==> src/design/adsr_pkg.sv <==
// ----------------------------------------------------------------------------
// ADSR envelope package
// Types, codes and constant tables shared by the envelope generator modules.
// ----------------------------------------------------------------------------
package adsr_pkg;

  // Transaction function codes on the input channel.
  localparam logic [1:0] FUNC_TICK    = 2'd0;
  localparam logic [1:0] FUNC_CONTROL = 2'd1;
  localparam logic [1:0] FUNC_ATK_DCY = 2'd2;
  localparam logic [1:0] FUNC_SUS_REL = 2'd3;

  // Phase codes as reported on the result channel.
  localparam logic [1:0] PHC_ATTACK  = 2'd0;
  localparam logic [1:0] PHC_DECAY   = 2'd1;
  localparam logic [1:0] PHC_RELEASE = 2'd2;
  localparam logic [1:0] PHC_FROZEN  = 2'd3;

  localparam logic [14:0] LFSR_RELOAD = 15'h7FFF;

  typedef enum logic [3:0] {
    PH_ATTACK  = 4'b0001,
    PH_DECAY   = 4'b0010,
    PH_RELEASE = 4'b0100,
    PH_FROZEN  = 4'b1000
  } phase_t;

  // Rate counter period for each rate select value.
  localparam logic [14:0] PERIOD_TAB [16] = '{
    15'h7F00, 15'h0006, 15'h003C, 15'h0330, 15'h20C0, 15'h6755, 15'h3800, 15'h500E,
    15'h1212, 15'h0222, 15'h1848, 15'h59B8, 15'h3840, 15'h77E2, 15'h7625, 15'h0A93
  };

  typedef struct packed {
    logic [14:0] lfsr;
    logic [7:0]  level;
    logic [4:0]  exp_count;
    phase_t      phase;
    logic        gate;
    logic [3:0]  attack_rate;
    logic [3:0]  decay_rate;
    logic [7:0]  sustain_level;
    logic [3:0]  release_rate;
    logic [3:0]  rate_select;
  } env_state_t;

  // Rate matches per decay or release step at a given level.
  function automatic logic [4:0] level_divisor(input logic [7:0] lv);
    logic [4:0] d;
    if (lv == 8'd0)       d = 5'd1;
    else if (lv <= 8'd6)  d = 5'd30;
    else if (lv <= 8'd14) d = 5'd16;
    else if (lv <= 8'd26) d = 5'd8;
    else if (lv <= 8'd54) d = 5'd4;
    else if (lv <= 8'd93) d = 5'd2;
    else                  d = 5'd1;
    return d;
  endfunction

  function automatic logic [1:0] phase_code(input phase_t ph);
    logic [1:0] c;
    case (ph)
      PH_ATTACK:  c = PHC_ATTACK;
      PH_DECAY:   c = PHC_DECAY;
      PH_RELEASE: c = PHC_RELEASE;
      default:    c = PHC_FROZEN;
    endcase
    return c;
  endfunction

endpackage

==> src/design/adsr_step.sv <==
// ----------------------------------------------------------------------------
// ADSR envelope step
// Next-state logic for one transaction: a tick of the rate counter and
// envelope, or a write to one of the voice registers.
// ----------------------------------------------------------------------------
module adsr_step (
  input  adsr_pkg::env_state_t cur,
  input  logic [1:0]           func,
  input  logic [7:0]           data,
  output adsr_pkg::env_state_t nxt
);
  import adsr_pkg::*;

  logic       match;
  logic [4:0] exp_inc;
  logic       step;

  assign match   = (cur.lfsr == PERIOD_TAB[cur.rate_select]);
  assign exp_inc = cur.exp_count + 5'd1;

  always_comb begin
    case (cur.phase)
      PH_ATTACK:  step = 1'b1;
      PH_DECAY:   step = (exp_inc == level_divisor(cur.level));
      PH_RELEASE: step = (exp_inc == level_divisor(cur.level));
      default:    step = 1'b0;
    endcase
  end

  always_comb begin
    nxt = cur;
    case (func)
      FUNC_TICK: begin
        if (!match) begin
          nxt.lfsr = {cur.lfsr[13:0], cur.lfsr[14] ^ cur.lfsr[13]};
        end else begin
          nxt.lfsr = LFSR_RELOAD;
          if (cur.phase == PH_DECAY || cur.phase == PH_RELEASE) begin
            nxt.exp_count = exp_inc;
          end
          if (step) begin
            nxt.exp_count = 5'd0;
            case (cur.phase)
              PH_ATTACK: begin
                nxt.level = cur.level + 8'd1;
                if (cur.level == 8'hFE) begin
                  nxt.phase       = PH_DECAY;
                  nxt.rate_select = cur.decay_rate;
                end
              end
              PH_DECAY: begin
                if (cur.level != cur.sustain_level) begin
                  nxt.level = cur.level - 8'd1;
                  if (cur.level == 8'd1) nxt.phase = PH_FROZEN;
                end
              end
              PH_RELEASE: begin
                nxt.level = cur.level - 8'd1;
                if (cur.level == 8'd1) nxt.phase = PH_FROZEN;
              end
              default: ;
            endcase
          end
        end
      end
      FUNC_CONTROL: begin
        if (data[0] != cur.gate) begin
          nxt.gate = data[0];
          if (data[0]) begin
            nxt.phase       = PH_ATTACK;
            nxt.rate_select = cur.attack_rate;
          end else begin
            nxt.phase       = PH_RELEASE;
            nxt.rate_select = cur.release_rate;
          end
        end
      end
      FUNC_ATK_DCY: begin
        nxt.attack_rate = data[7:4];
        nxt.decay_rate  = data[3:0];
        if (cur.phase == PH_ATTACK)     nxt.rate_select = data[7:4];
        else if (cur.phase == PH_DECAY) nxt.rate_select = data[3:0];
      end
      default: begin
        nxt.sustain_level = {data[7:4], data[7:4]};
        nxt.release_rate  = data[3:0];
        if (cur.phase == PH_RELEASE) nxt.rate_select = data[3:0];
      end
    endcase
  end

endmodule

==> src/design/adsr_envelope_generator.sv <==
// ----------------------------------------------------------------------------
// ADSR envelope generator
// One-voice attack/decay/sustain/release envelope driven by tick and
// register-write transactions.
// ----------------------------------------------------------------------------
// The generator takes one transaction per clock cycle while the result side
// is not stalled, and returns one result transaction for each. An accepted
// transaction moves from the input register through the next-state stage
// into the result register, which presents it. A transaction is either a tick,
// which advances the 15-bit rate LFSR and possibly steps the envelope, or a
// write of the control byte (gate in bit 0), the attack/decay nibbles or the
// sustain/release nibbles. Each result carries the envelope level and phase
// after that transaction. The throughput is set by the single next-state
// stage between the input register and the result register; that stage reads
// and updates the envelope state in the same cycle, so consecutive
// transactions never wait on each other. The result register lets the block
// accept a new transaction while an earlier result still waits to be taken.
module adsr_envelope_generator (
  input  logic       clk,
  input  logic       rst_n,
  input  logic       in_valid,
  output logic       in_stall,
  input  logic [1:0] in_func,
  input  logic [7:0] in_data,
  output logic       out_valid,
  input  logic       out_stall,
  output logic [7:0] out_level,
  output logic [1:0] out_phase
);
  import adsr_pkg::*;

  // Input register: holds the accepted transaction until it is processed.
  logic       s1_valid_r, s1_valid_nxt;
  logic [1:0] s1_func_r;
  logic [7:0] s1_data_r;

  // Envelope state, updated as each transaction passes to the result stage.
  env_state_t state_r, state_nxt;

  // Result register.
  logic       out_valid_r, out_valid_nxt;
  logic [7:0] out_level_r;
  logic [1:0] out_phase_r;

  logic advance;
  logic in_take;

  // A transaction leaves the input register when the result register is
  // empty or its current content is being taken in this cycle.
  assign advance  = s1_valid_r && (!out_valid_r || !out_stall);
  assign in_stall = s1_valid_r && !advance;
  assign in_take  = in_valid && !in_stall;

  assign s1_valid_nxt  = in_take || (s1_valid_r && !advance);
  assign out_valid_nxt = advance || (out_valid_r && out_stall);

  adsr_step u_step (
    .cur  (state_r),
    .func (s1_func_r),
    .data (s1_data_r),
    .nxt  (state_nxt)
  );

  always_ff @(posedge clk) begin
    if (!rst_n) begin
      s1_valid_r            <= 1'b0;
      out_valid_r           <= 1'b0;
      state_r.lfsr          <= LFSR_RELOAD;
      state_r.level         <= 8'd0;
      state_r.exp_count     <= 5'd0;
      state_r.phase         <= PH_FROZEN;
      state_r.gate          <= 1'b0;
      state_r.attack_rate   <= 4'd0;
      state_r.decay_rate    <= 4'd0;
      state_r.sustain_level <= 8'd0;
      state_r.release_rate  <= 4'd0;
      state_r.rate_select   <= 4'd0;
    end else begin
      s1_valid_r  <= s1_valid_nxt;
      out_valid_r <= out_valid_nxt;
      if (advance) begin
        state_r <= state_nxt;
      end
    end
  end

  // Payload registers carry no reset.
  always_ff @(posedge clk) begin
    if (in_take) begin
      s1_func_r <= in_func;
      s1_data_r <= in_data;
    end
    if (advance) begin
      out_level_r <= state_nxt.level;
      out_phase_r <= phase_code(state_nxt.phase);
    end
  end

  assign out_valid = out_valid_r;
  assign out_level = out_level_r;
  assign out_phase = out_phase_r;

`ifndef NO_ASSERTIONS
  // The input side only holds off while a transaction sits in the input register.
  a_stall_needs_item: assert property (@(posedge clk) disable iff (!rst_n)
    in_stall |-> s1_valid_r)
    else $error("input stalled with empty input register");

  // Every processed transaction shows up in the result register.
  a_advance_to_out: assert property (@(posedge clk) disable iff (!rst_n)
    advance |=> out_valid_r)
    else $error("processed transaction lost before result register");

  // A frozen envelope does not move its level on a tick.
  a_frozen_holds: assert property (@(posedge clk) disable iff (!rst_n)
    (advance && s1_func_r == FUNC_TICK && state_r.phase == PH_FROZEN)
      |=> $stable(state_r.level))
    else $error("frozen envelope changed level");

  // The rate LFSR never falls into the all-zero lockup state.
  a_lfsr_nonzero: assert property (@(posedge clk) disable iff (!rst_n)
    state_r.lfsr != 15'd0)
    else $error("rate LFSR reached zero");
`endif

endmodule

==> config.mk <==
export PLATFORM = sky130hd
export DESIGN_NAME = adsr_envelope_generator
export DESIGN_NICKNAME = d
export VERILOG_FILES = /design/src/design/adsr_pkg.sv /design/src/design/adsr_step.sv /design/src/design/adsr_envelope_generator.sv
export SDC_FILE = /design/constraint.sdc
export NUM_CORES = 1
export LEC_CHECK = 0
export ABC_CLOCK_PERIOD_IN_PS = 3600
export BUFFER_PORTS_ARGS = -buffer_cell sky130_fd_sc_hd__clkbuf_2
export CORE_MARGIN = 2
export CORE_UTILIZATION = 41
export CTS_BUF_LIST = sky130_fd_sc_hd__clkbuf_4 sky130_fd_sc_hd__clkbuf_8
export DETAILED_ROUTE_END_ITERATION = 7
export PLACE_DENSITY = 0.6
export SYNTH_ARGS = -nofsm -noshare
export SYNTH_HDL_FRONTEND = slang
export SYNTH_HIERARCHICAL = 1
export SYNTH_SLANG_ARGS = --single-unit
==> constraint.sdc <==
create_clock -name clk -period 3.6 [get_ports clk]
set_input_delay 0.36 -clock clk [delete_from_list [all_inputs] [get_ports clk]]
set_output_delay 0.36 -clock clk [all_outputs]
set_load 0.02 [all_outputs]
==> impl_metrics.yaml <==
clocking:
  clockBufferDepth: 2
  clkTransAtPathRegs_ns: 0.09
  cts_tree: "done"
  holdBufCountCts: 0
  htreeDepth: 3
  cts_num_sinks: 79
  clk_latency_ns: 0.37
  numCtsBuffers: 9
  root_buffer: "clkbuf_8"
place:
  port_buffers: 25
  finalWeightedCongestion: 0.9041
  dpl.hpwl_mm: 10.41
pwr:
  combPwrFrac: 0.135
  internal-power_mw: 1.376
  seq_power_share: 0.499
  power_density_mw_per_mm2: 294.0
  p_sw_frac: 0.2819
  power.leakage_nw: 2.556
  max-vdd-ir-drop_v: 0.0002044
  clockPowerShare: 0.366
  p_switching_uw: 540.0
yosys:
  yosysSeqAreaShare: 0.3062
  synth-seq-cells: 79
  synth_top_area_frac: 0.2030
  postSynthNetCount: 722
  synthMostInstantiatedCell: "nand2_1"
  synth_edf_count: 20
  synthTopCellsByCount: "nand2_1, mux2i_1, dfxtp_1, nor2_1, nor2b_1"
  avgSynthCellArea_sq_um: 8.359
  yosys.area.top_type: "dfxtp_1"
  ys_async_sr_fraction: 0
  synthFlopType: "dfxtp_1"
  synthesis.area_sq_mm: 0.005818
  yosysWarnings: 6
  netlist_instances: 696
  synth_cell_types: 72
  ys_top_cells_by_area: "dfxtp_1, mux2i_1, edfxtp_1"
critical_path:
  crit_family: "simple AND/OR/NAND/NOR gates"
  slowest_delay_ns: 0.58
  cp-start-kind: "flip-flop"
  path_max_fanout: 9
  cp_slowest_cell: "or4_4"
  worstPathRequired_ns: 3.71
  path_class: "reg2reg"
  end_kind: "flip-flop"
  arrival_ns: 3.58
  worst-path-buf-inv: 2
  crit_chain: "buf_4 -> nor2_1 -> a22oi_1 -> xor2_1 -> o2111ai_1 -> or4_4 -> buf_4 -> nor3_4 -> o21ai_0 -> o21ai_1 -> xnor2_1 -> or3_1"
  path_common_cell: "buf_4"
grt:
  grt_max_degree: 69
  grt_usage: 0.1989
  grt_overflow: 0
  grt_pass1_wl_mm: 23.92
  grt_pass1_vias: 4772
  antenna_found_initial: 0
floorplanning:
  ios: 26
  die_width_microns: 123.1
  die_area_sq_mm: 0.01516
  start_util: 0.4191
  rows: 43
  coreArea_sq_mm: 0.01388
  die_h_microns: 123.1
sta:
  timing.fmax_mhz: 288.3
  slew_headroom: 0.4567
  holdWs_ns: 0.1640
  maxSlewViolCount: 0
  setup_viol: 0
  rsz0062_at_grt: "true"
  fin_crit_ns: 3.468
  worst_pin_slew_ns: 0.8132
  tns_ns: 0
  fin_worst_skew_ns: 0.01354
  hold_viol: 0
  post-route-period-util: 0.9634
route:
  vias: 5144
  vias_per_cell: 5.690
  drt_wl_total_mm: 14.51
  postRouteAntennaNets: 0
  wl_per_cell_microns: 16.05
  drtPass1Iterations: 5
  drcViolationCount: 0
  first_iter_violations: 341
worst_hold_path:
  hold_path_class: "in2reg"
cells_and_area:
  nNetsFinal: 745
  drive_above_1_share: 0.1892
  antenna_cells: 0
  syn_to_final_growth_pct: 12.00
run_status:
  status: "complete, no violations"
job:
  max-cap-violations: 0
## worst register-to-register path, stage by stage, from the launching register on
cell	delay, ns
dfxtp_1	0.55
buf_4	0.24
nor2_1	0.09
a22oi_1	0.17
xor2_1	0.29
o2111ai_1	0.28
or4_4	0.58
buf_4	0.17
nor3_4	0.17
o21ai_0	0.12
o21ai_1	0.15
xnor2_1	0.09
or3_1	0.30
## final timing paths
kind                            startpoint           end  slack [ns]  depth (start not counted)
worst max-delay path            state_r[3]  out_phase[1]        0.13                         12
worst min-delay path            in_data[3]  s1_data_r[3]        0.16                          1
worst max register to register  state_r[3]  out_phase[1]        0.13                         12
worst min register to register  state_r[6]    state_r[6]        0.48                          2
## registers in the layout, summed over array words and instances, names as in the netlist
signal	count
s1_func_r	2
out_phase	2
s1_valid_r	1
out_level	8
state_r	57
s1_data_r	8
out_valid	1
## kinds of logic (layout without fill, tap and decap cells)
family / Yosys count / in the layout / share of synthesized area
mux: 90 / 90 / 0.1695
compound gates: 132 / 132 / 0.1510
fa+ha+maj: 12 / 12 / 0.02581
buf+inv: 72 / 100 / 0.05914
xor+xnor: 35 / 35 / 0.05269
simple gates: 276 / 276 / 0.2357
flops: 79 / 79 / 0.3062
## placed cells by master (no fill, tap or decap), types with 11 or more instances in the layout
cell / n
buf_4: 42
edfxtp_1: 20
inv_1: 12
clkbuf_2: 24
mux2i_1: 70
mux2_2: 14
a21oi_1: 32
nand2_1: 111
xor2_1: 18
nor2b_1: 36
nor2_1: 52
o21ai_0: 25
a21o_1: 11
xnor2_1: 17
dfxtp_1: 57
## cell type report
cell class,instances,area (sq um)
flip-flops and latches,79,1784
inverters,15,56.30
well taps,180,225.2
clock inverters,7,78.83
repair buffers,69,480.5
clock buffers,9,123.9
multi-input cells,545,3767
fillers,1365,7365
## power by group through the flow
stage	Sequential, mW	Clock, mW	Combinational (mW)
final	0.955	0.701	0.259
after global routing	0.959	0.761	0.285
after CTS	0.955	0.726	0.256
after detailed placement	0.975	0	0.255
after global placement	0.974	0	0.252
after floorplan	0.968	0	0.199
## metal layers
metal | up-vias | part of all wire | global-route usage
li1 | 2507 | - | -
met1 | 2455 | 0.48 | 0.2741
met2 | 158 | 0.45 | 0.3111
met3 | 24 | 0.053 | 0.03275
met4 | 0 | 0.019 | 0.07670
met5 | - | 0 | 0
## per-stage QoR
stage | worst slack (ns) | cell area [sq um] | instances | utilization | total power, mW
after detailed placement | -0.005212 | 6264 | 887 | 0.4512 | 1.231
after CTS | 0.02437 | 6470 | 903 | 0.4661 | 1.937
after global placement | 0.1092 | 6264 | 887 | 0.4512 | 1.226
after floorplan | 0.008427 | 5841 | 696 | - | 1.168
final | 0.1317 | 6516 | 904 | 0.4694 | 1.916
after global routing | -0.02588 | 6516 | 904 | 0.4694 | 2.005
## timing repair
action,4_1_cts,5_1_grt
resized for setup,1,13
endpoints found under the setup margin,1,9
gates cloned,0,0
setup buffers,0,1
pin swaps,0,4
Power figures use the tool's default switching activity.
